[config.mk]
export PLATFORM = sky130hd
export DESIGN_NAME = indexed_deque_core
export DESIGN_NICKNAME = d
export VERILOG_FILES = /design/src/rtl/idq_pkg.sv /design/src/rtl/idq_cell.sv /design/src/rtl/indexed_deque_core.sv
export SDC_FILE = /design/constraint.sdc
export NUM_CORES = 1
export LEC_CHECK = 0
export ABC_AREA = 0
export CAP_MARGIN = 20
export CORE_AREA = 3 3 345 347
export DETAILED_ROUTE_END_ITERATION = 12
export DIE_AREA = 0 0 348 350
export DONT_BUFFER_PORTS = 1
export GPL_TIMING_DRIVEN = 0
export PLACE_DENSITY = 0.51
export SYNTH_ARGS = -nofsm -noshare
export SYNTH_HDL_FRONTEND = slang
export SYNTH_HIERARCHICAL = 1
export SYNTH_SLANG_ARGS = --single-unit
[constraint.sdc]
create_clock -name clk -period 18.8 [get_ports clk]
set_input_delay 0.94 -clock clk [delete_from_list [all_inputs] [get_ports clk]]
set_output_delay 0.94 -clock clk [all_outputs]
set_load 0.02 [all_outputs]
[src/rtl/idq_pkg.sv]
package idq_pkg;

    typedef enum logic [2:0] {
        CMD_APPEND     = 3'd0,
        CMD_PREPEND    = 3'd1,
        CMD_POP_BACK   = 3'd2,
        CMD_POP_FRONT  = 3'd3,
        CMD_INSERT     = 3'd4,
        CMD_ERASE      = 3'd5,
        CMD_CLEAR      = 3'd6
    } cmd_t;

    typedef enum logic [1:0] {
        ST_OK    = 2'd0,
        ST_FULL  = 2'd1,
        ST_EMPTY = 2'd2,
        ST_RANGE = 2'd3
    } status_t;

    localparam int DATA_W  = 32;
    localparam int POS_W   = 5;
    localparam int COUNT_W = 5;

    // shift command broadcast to every cell of the row
    typedef struct packed {
        logic open_gap;
        logic close_gap;
    } shift_t;

endpackage

[src/rtl/idq_cell.sv]
module idq_cell
    import idq_pkg::*;
#(
    parameter int INDEX = 0,
    parameter int IDX_W = 4
)
(
    input  logic                     clk,
    input  shift_t                   shift,
    input  logic [IDX_W-1:0]         idx,
    input  logic signed [DATA_W-1:0] value,
    input  logic signed [DATA_W-1:0] left_data,
    input  logic signed [DATA_W-1:0] right_data,
    output logic signed [DATA_W-1:0] slot,
    output logic signed [DATA_W-1:0] tap
);

    localparam logic [IDX_W-1:0] MY_IDX = IDX_W'(INDEX);

    logic signed [DATA_W-1:0] slot_reg;
    logic signed [DATA_W-1:0] slot_next;

    always_comb
    begin
        slot_next = slot_reg;
        if (shift.open_gap)
        begin
            if (MY_IDX > idx)
            begin
                slot_next = left_data;
            end
            else if (MY_IDX == idx)
            begin
                slot_next = value;
            end
        end
        else if (shift.close_gap)
        begin
            if (MY_IDX >= idx)
            begin
                slot_next = right_data;
            end
        end
    end

    always_ff @(posedge clk)
    begin
        slot_reg <= slot_next;
    end

    assign slot = slot_reg;
    // word seen by the read side when this cell is addressed
    assign tap  = (MY_IDX == idx) ? slot_reg : '0;

endmodule

[src/rtl/indexed_deque_core.sv]
// channel   | handshake          | fields
// ----------+--------------------+-------------------------------
// command   | start / busy       | command, value, position
// result    | done (strobe)      | data_out, count, status
//
// one command word is taken per clock; busy stays low
// the result word appears on done in the cycle after acceptance
// every cell of the row shifts in the same cycle
// reset clears the element count and the result strobe; slot contents are kept
// the receiver cannot stall: each result is shown for one cycle only
module indexed_deque_core
    import idq_pkg::*;
#(
    parameter int CAPACITY = 16
)
(
    input  logic                      clk,
    input  logic                      rst_n,
    input  logic                      start,
    output logic                      busy,
    input  logic [2:0]                command,
    input  logic signed [DATA_W-1:0]  value,
    input  logic [POS_W-1:0]          position,
    output logic                      done,
    output logic signed [DATA_W-1:0]  data_out,
    output logic [COUNT_W-1:0]        count,
    output logic [1:0]                status
);

    localparam int IDX_W = (CAPACITY > 1) ? $clog2(CAPACITY) : 1;
    localparam int CNT_W = $clog2(CAPACITY + 1);
    localparam int CMP_W = ((CNT_W > POS_W) ? CNT_W : POS_W) + 1;
    localparam logic [CNT_W-1:0] FULL_CNT = CNT_W'(CAPACITY);

    logic [CNT_W-1:0]         fill_reg;
    logic [CNT_W-1:0]         fill_next;
    logic                     done_reg;
    logic signed [DATA_W-1:0] data_out_reg;
    logic [COUNT_W-1:0]       count_reg;
    status_t                  status_reg;

    logic                     accept;
    cmd_t                     cmd;
    shift_t                   shift;
    logic [IDX_W-1:0]         idx;
    logic                     take;
    status_t                  st;
    logic                     full;
    logic                     empty;
    logic [CMP_W-1:0]         pos_w;
    logic [CMP_W-1:0]         fill_w;
    logic signed [DATA_W-1:0] slots [CAPACITY];
    logic signed [DATA_W-1:0] taps  [CAPACITY];
    logic signed [DATA_W-1:0] read_word;

    assign accept = start && !busy;
    assign busy   = 1'b0;
    assign cmd    = cmd_t'(command);
    assign full   = (fill_reg == FULL_CNT);
    assign empty  = (fill_reg == '0);
    assign pos_w  = CMP_W'(position);
    assign fill_w = CMP_W'(fill_reg);

    always_comb
    begin
        shift     = '0;
        idx       = '0;
        take      = 1'b0;
        st        = ST_OK;
        fill_next = fill_reg;
        case (cmd)
            CMD_APPEND:
            begin
                if (full)
                begin
                    st = ST_FULL;
                end
                else
                begin
                    shift.open_gap = 1'b1;
                    idx            = IDX_W'(fill_reg);
                    fill_next      = fill_reg + 1'b1;
                end
            end
            CMD_PREPEND:
            begin
                if (full)
                begin
                    st = ST_FULL;
                end
                else
                begin
                    shift.open_gap = 1'b1;
                    fill_next      = fill_reg + 1'b1;
                end
            end
            CMD_POP_BACK:
            begin
                if (empty)
                begin
                    st = ST_EMPTY;
                end
                else
                begin
                    shift.close_gap = 1'b1;
                    take            = 1'b1;
                    idx             = IDX_W'(fill_reg - 1'b1);
                    fill_next       = fill_reg - 1'b1;
                end
            end
            CMD_POP_FRONT:
            begin
                if (empty)
                begin
                    st = ST_EMPTY;
                end
                else
                begin
                    shift.close_gap = 1'b1;
                    take            = 1'b1;
                    fill_next       = fill_reg - 1'b1;
                end
            end
            CMD_INSERT:
            begin
                if (full)
                begin
                    st = ST_FULL;
                end
                else if (pos_w == '0 || pos_w > fill_w + 1'b1)
                begin
                    st = ST_RANGE;
                end
                else
                begin
                    shift.open_gap = 1'b1;
                    idx            = IDX_W'(pos_w - 1'b1);
                    fill_next      = fill_reg + 1'b1;
                end
            end
            CMD_ERASE:
            begin
                if (empty)
                begin
                    st = ST_EMPTY;
                end
                else if (pos_w == '0 || pos_w > fill_w)
                begin
                    st = ST_RANGE;
                end
                else
                begin
                    shift.close_gap = 1'b1;
                    take            = 1'b1;
                    idx             = IDX_W'(pos_w - 1'b1);
                    fill_next       = fill_reg - 1'b1;
                end
            end
            CMD_CLEAR:
            begin
                fill_next = '0;
            end
            default:
            begin
                fill_next = fill_reg;
            end
        endcase
        if (!accept)
        begin
            shift     = '0;
            fill_next = fill_reg;
        end
    end

    for (genvar i = 0; i < CAPACITY; i++)
    begin : g_cell
        idq_cell #(
            .INDEX (i),
            .IDX_W (IDX_W)
        ) u_cell (
            .clk        (clk),
            .shift      (shift),
            .idx        (idx),
            .value      (value),
            .left_data  ((i == 0) ? value : slots[(i == 0) ? 0 : i - 1]),
            .right_data ((i == CAPACITY - 1) ? '0
                                             : slots[(i == CAPACITY - 1) ? i : i + 1]),
            .slot       (slots[i]),
            .tap        (taps[i])
        );
    end

    always_comb
    begin
        read_word = '0;
        for (int i = 0; i < CAPACITY; i++)
        begin
            read_word = read_word | taps[i];
        end
    end

    always_ff @(posedge clk or negedge rst_n)
    begin
        if (!rst_n)
        begin
            fill_reg <= '0;
            done_reg <= 1'b0;
        end
        else
        begin
            fill_reg <= fill_next;
            done_reg <= accept;
        end
    end

    always_ff @(posedge clk)
    begin
        if (accept)
        begin
            data_out_reg <= take ? read_word : '0;
            count_reg    <= COUNT_W'(fill_next);
            status_reg   <= st;
        end
    end

    assign done     = done_reg;
    assign data_out = data_out_reg;
    assign count    = count_reg;
    assign status   = status_reg;

endmodule

### Word level (Yosys, flattened, before mapping)

Cells that the tools add are included.

| word-level totals | value |
|---|---|
| flip-flop bits (word level) | 557 |
| input port bits | 43 |
| word-level logic and storage cells | 280 |

| operators by class | value |
|---|---|
| add/sub/neg operators | 4 |
| $lt $le $gt $ge | 34 |
| equality and inequality tests | 38 |
| muxes and demuxes | 127 |
| bitwise operators | 15 |
| reduce and logical (&&, ||, !) cells | 41 |

Operator list:

| operator | count |
|---|---|
| 32-bit 2-to-1 mux | 96 |
| 32-bit bitwise OR | 15 |
| 3-bit AND reduction | 16 |
| 3-bit by 1-bit inequality test with 1-bit output (second input constant) | 15 |
| 5-bit 2-to-1 mux | 7 |
| 2-bit nonzero test | 17 |
| 4-bit == test (first input constant) | 8 |
| 4-bit >= comparator (first input constant) | 8 |
| 4-bit > comparator (first input constant) | 8 |
| 5-bit case mux with 5 select lines | 1 |
| 4-bit 2-to-1 mux | 6 |
| 3-bit by 4-bit == test with 1-bit output (first input constant) | 4 |
| 3-bit by 4-bit >= comparator with 1-bit output (first input constant) | 4 |
| 3-bit by 4-bit > comparator with 1-bit output (first input constant) | 4 |
| 4-bit case mux with 4 select lines | 1 |
| 2-bit 2-to-1 mux | 6 |
| 3-bit == test (second input constant) | 3 |
| 2-bit by 4-bit == test with 1-bit output (first input constant) | 2 |
| 1-bit by 4-bit >= comparator with 1-bit output (first input constant) | 2 |
| 2-bit by 4-bit >= comparator with 1-bit output (first input constant) | 2 |
| 1-bit by 4-bit > comparator with 1-bit output (first input constant) | 2 |
| 2-bit by 4-bit > comparator with 1-bit output (first input constant) | 2 |
| 2-bit case mux with 4 select lines | 1 |
| 1-bit 2-to-1 mux | 7 |
| other kinds (18) | 22 |

### Depth between registers and ports, before layout

| depth | value |
|---|---|
| depth in word-level cells | 23 |
| depth in mapped cells | 18 |

### Hierarchy

The synthesis kept the hierarchy.

By module, submodules not included:

| module | instances | cells an instance | area an instance (sq um) | sequential area each (sq um) |
|---|---|---|---|---|
| indexed_deque_core | 1 | 383 | 3871.2 | 1321.3 |
| idq_cell at g_cell[6].u_cell ... | 2 | 214 | 1866.8 | 960.9 |
| idq_cell at g_cell[12].u_cell | 1 | 219 | 2159.6 | 960.9 |
| idq_cell at g_cell[10].u_cell | 1 | 226 | 2150.8 | 960.9 |
| idq_cell at g_cell[2].u_cell | 1 | 223 | 2129.5 | 960.9 |
| idq_cell at g_cell[4].u_cell | 1 | 220 | 2074.5 | 960.9 |
| idq_cell at g_cell[11].u_cell | 1 | 222 | 1995.7 | 960.9 |
| idq_cell at g_cell[14].u_cell | 1 | 214 | 1954.4 | 960.9 |
| idq_cell at g_cell[13].u_cell | 1 | 177 | 1886.8 | 960.9 |
| idq_cell at g_cell[3].u_cell | 1 | 178 | 1881.8 | 960.9 |
| idq_cell at g_cell[7].u_cell | 1 | 214 | 1880.6 | 960.9 |
| idq_cell at g_cell[1].u_cell | 1 | 179 | 1878.1 | 960.9 |
| idq_cell at g_cell[8].u_cell | 1 | 178 | 1873.0 | 960.9 |
| idq_cell at g_cell[15].u_cell | 1 | 212 | 1848.0 | 960.9 |
| 2 more rows | - | - | - | - |

### Worst setup path after synthesis

No wires, ideal clock.

| path | value |
|---|---|
| kind | register to register |
| from | reg fill_reg[0] |
| to | reg g_cell[2].u_cell.slot_reg[0] (enable) |
| library setup time | 0.595 ns |
| arrival | 8.611 ns |
| path slack | 9.594 ns |
| stages on the path, launching flop included | 13 |
| clock period less this slack | 9.206 ns |
| path through | dfrtp_1 ha_1 and3_1 xnor2_1 ha_1 nand3_1 o21bai_1 a31oi_4 o22ai_1 nand3_1 o21ai_1 clkbuf_1 a2111oi_0 |

| on the way | value |
|---|---|
| cells in the longest elaborated chain, start to end | 9 |
| elaborated cells between the ends (all ways) | 31 |
| classes of those cells | add/sub: 2; order compare: 4; eq/ne: 3; mux: 16; reduce/logical: 6 |

Ends and longest elaborated chain:

| what | RTL line | RTL |
|---|---|---|
| start, declared | indexed_deque_core.sv:35 | `logic [CNT_W-1:0] fill_reg;` |
| start signal, assigned | indexed_deque_core.sv:211 | `fill_reg <= fill_next;` |
| 5-bit by 1-bit adder with 6-bit output | indexed_deque_core.sv:130 | `else if (pos_w == '0 \|\| pos_w > fill_w + 1'b1)` |
| 5-bit by 6-bit > comparator with 1-bit output | indexed_deque_core.sv:130 |  |
| 1-bit logical OR | indexed_deque_core.sv:130 |  |
| 4-bit 2-to-1 mux | indexed_deque_core.sv:130 |  |
| 4-bit 2-to-1 mux | indexed_deque_core.sv:126 | `if (full)` |
| 4-bit case mux with 4 select lines (*) | indexed_deque_core.sv:71 | `case (cmd)` |
| net idx[3] | indexed_deque_core.sv:45 | `logic [IDX_W-1:0] idx;` |
| 2-bit by 4-bit > comparator with 1-bit output (tied with other cells) | idq_cell.sv:28 | `if (MY_IDX > idx)` |
| 3-bit by 1-bit inequality test with 1-bit output (no source line) / 2-bit nonzero test (equally long branches) | - |  |
| 3-bit AND reduction (no source line) (*) | - |  |
| end signal, assigned | idq_cell.sv:48 | `slot_reg <= slot_next;` |
| end, declared | idq_cell.sv:20 | `logic signed [DATA_W-1:0] slot_reg;` |

Mark *: on every way through the listed nets, which the timed path passes. The rest lies on a longest branch.
A chain may end at the register's enable or synchronous reset.

==> metrics.md <==
| Metric | Value |
|---|---|
| Via density | 5.09 |
| Clk root buf | clkbuf_16 |
| Worst setup SP type | flip-flop |
| Final Cycle Share | about 32% |
| Latest clock arrival within the worst-skew pair | 0.63 ns |
| Pwr Density | about 120 nW/um2 |
| Layout cells sized above 1 | approximately an eighth |
| Global-route wire length before repair | roughly 170 mm |
| Worst-path clk slew | 0.06 ns |
| Finished Core Util | ~34% |
| Overall routing resource usage | 18.5% |
| Leakage | 14.6 nW |
| Initial core utilization | between 20% and 30% |
| Synthesized flop and latch total | 557 |
| PostCTS Resize Cnt | 0 |
| Port-buffer cells | 0 |
| Number of buffers created by CTS | 70 |
| Seq/Total Area, Yosys | between 40% and 50% |
| RSZ-0062 raised after global routing | false |
| Total congestion overflow | 0 |
| Max Fclk | 0.164 GHz |
| 1st-iter DRT viols | between 2000 and 2500 |
| Met2 Track Usage GR | 31.1% |
| Core area | about 120000 um2 |
| Die Span X | between 300 and 400 um |
| Largest net degree at the start of global routing | 46 |
| Most frequent cells in the layout | 551 x edfxtp_1, 458 x and2_1, 402 x nor2_1, 370 x nand2_1, 258 x a31oi_1 |
| # rows | between 100 and 150 |
| Setup Crit Path Kind | flip-flop to flip-flop |
| Final setup vio count | 0 |
| CTS tree | done |
| Area Growth Syn to Fin | 14.0% |
| GRT busiest layer | met2 |
| CTS max path bufs | 3 |
| Max reg flops | roughly 510 |
| Critical Path, Cell by Cell | ha_1 > and3_1 > xnor2_1 > ha_1 > nand3_1 > o21bai_1 > a31oi_4 > o22ai_1 > nand3_1 > o22ai_4 > buf_12 > and4bb_2 > buf_2 > and2_1 > nor4_1 > and4_1 > nor2_1 |
| Fin crit period | slightly above 6 ns |
| Max Slew Vio Count | 0 |
| Pre-antenna DRT Iters | 5 |
| Hold depth | 0 |
| Via count | roughly 27000 |
| Peak VDD IR | between 0.00006 and 0.00007 V |
| GR Layer Usage met1 | between 20% and 30% |
| Ys async rst share | 1.08% |
| Die ar. | between 100000 and 150000 um2 |
| Crit-path max FO | 23 |
| Reg-to-reg endpoint | data_out[4] |
| Avg Inst Size Synth | a little under 10 um2 |
| Number of max-cap violations | 0 |
| Vias in the first global route | ~27000 |
| Post-synth EDFFs | around 550 |
| Initial antenna violation count | 0 |
| Slew @ Worst Pin | between 1 and 1.5 ns |
| Setup Skew | about 0.026 ns |
| Htree depth | 3 |
| GRT met3 Usage | 2.48% |
| Worst min path class | input pin to flip-flop |
| R2R cell count | 17 |
| DR DRC count | 0 |
| CP arrival | around 6.5 ns |
| Worst Setup SP | fill_reg[0] |
| Area of the mapped netlist | approximately 35000 um2 |
| Final Hold Fails | 0 |
| Postcts setup bufs | 0 |
| WL final | roughly 120 mm |
| Worst Setup End Kind | flip-flop |
| Slowest cell on crit path | o22ai_4 |
| Synth cell types | 96 |
| CTS sink cnt | 557 |
| Most common cell after layout, fill and taps aside | edfxtp_1 |
| Fin nets | 3714 |
| Crit-path max cell delay | between 0.8 and 0.9 ns |
| DIE HEIGHT | between 300 and 400 um |
| Hold-fix buffers, CTS | 1 |
| HPWL after DPL | approximately 94 mm |
| Gpl congestion | approximately 0.87 |
| Data required, critical path | between 15 and 20 ns |
| Crit path to | data_out[4] |
| Drt wl/cell | roughly 22 um |
| Outcome | completed |
| Syn Inst Count | roughly 3500 |
| Setup TNS | 0 ns |
| Reg2Reg Setup Slack | ~13 ns |
| YS warnings | 6 |
| Placed instance area | around 37000 um2 |
| R2R Path Start | fill_reg[0] |
| DRT antenna net count | 0 |
| Final instance area | 39600 um2 |
| Post-synth top flop | edfxtp_1 |
| Max-slew headroom | 30.7% |
| I/O Pins | 84 |
how the worst min path moves through the flow:
stage | from | to
after floorplan | g_cell[4].u_cell/slot[10] | g_cell[5].u_cell/slot[10]
after global placement | g_cell[15].u_cell/slot[31] | g_cell[14].u_cell/slot[31]
after detailed placement | g_cell[15].u_cell/slot[3] | g_cell[14].u_cell/slot[3]
after CTS | start | done
after global routing | start | done
final | start | done
through the flow:
stage	power (mW)	worst slack [ns]	hold slack [ns]	cells
finish	4.82	12.72	0.386	5233
detailed placement	3.50	12.89	0.599	5106
global placement	3.43	5.33	0.589	5082
floorplan	2.94	9.59	0.565	3558
CTS	4.85	12.88	0.332	5232
global route	5.06	12.60	0.345	5232
critical path: cells and delay by family, from the launching register on:
| family | cells | cell delay [ns] |
|---|---|---|
| AOI/OAI and AO/OA | 4 | 1.36 |
| xor gates and xnor gates | 1 | 0.25 |
| adders and majority gates | 2 | 0.63 |
| buffers and inverters | 2 | 0.48 |
| DFF | 1 | 0.49 |
| and+or+nand+nor | 8 | 2.57 |
final cells by class:
type / instances / area, um2
fill: 11818 / 76600
buffer: 295 / 1770
clock buffer: 89 / 1930
antenna: 1 / 2.50
tap: 1524 / 1910
clock inverter: 36 / 282
sequential: 557 / 16700
inverter: 78 / 293
timing repair buffer: 25 / 465
multi-input combinational: 2628 / 16300
cell families after synthesis:
kind of cell    after synthesis  synth area share (%)
mux                         163                  4.81
other cells                   1                0.0108
flops                       557                  48.0
compound gates              718                  14.4
simple gates               1692                  26.1
xor+xnor                      6                 0.151
buf+inv                     373                  5.94
fa+ha+maj                    16                 0.576
cells in the mapped netlist, types with 32 or more instances:
library cell	number	area [um2]
a21oi_1	138	691
a31oi_1	259	1620
mux2i_1	131	1310
o311ai_0	32	280
clkbuf_1	121	454
and4_1	33	289
inv_1	75	282
buf_6	40	450
edfxtp_1	551	16500
nand3_1	72	360
nand2_1	370	1390
o221ai_1	63	552
o2111ai_1	32	280
and2_1	458	2870
and3_1	35	219
nor2_1	403	1510
buf_2	58	290
mux2_2	32	360
a221o_1	32	320
nor4_1	128	801
o21ai_0	66	330
per-layer routing:
layer,vias up,wire length (um)
li1,13151,-
met1,12536,50700
met2,813,54100
met3,148,6940
met4,0,3740
met5,-,0
power by group:
group | switching (mW) | internal, mW
logic | 0.982 | 0.590
clock network | 0.559 | 0.779
registers | 0.199 | 1.71
total | 1.74 | 3.08
Power figures use the tool's default switching activity.
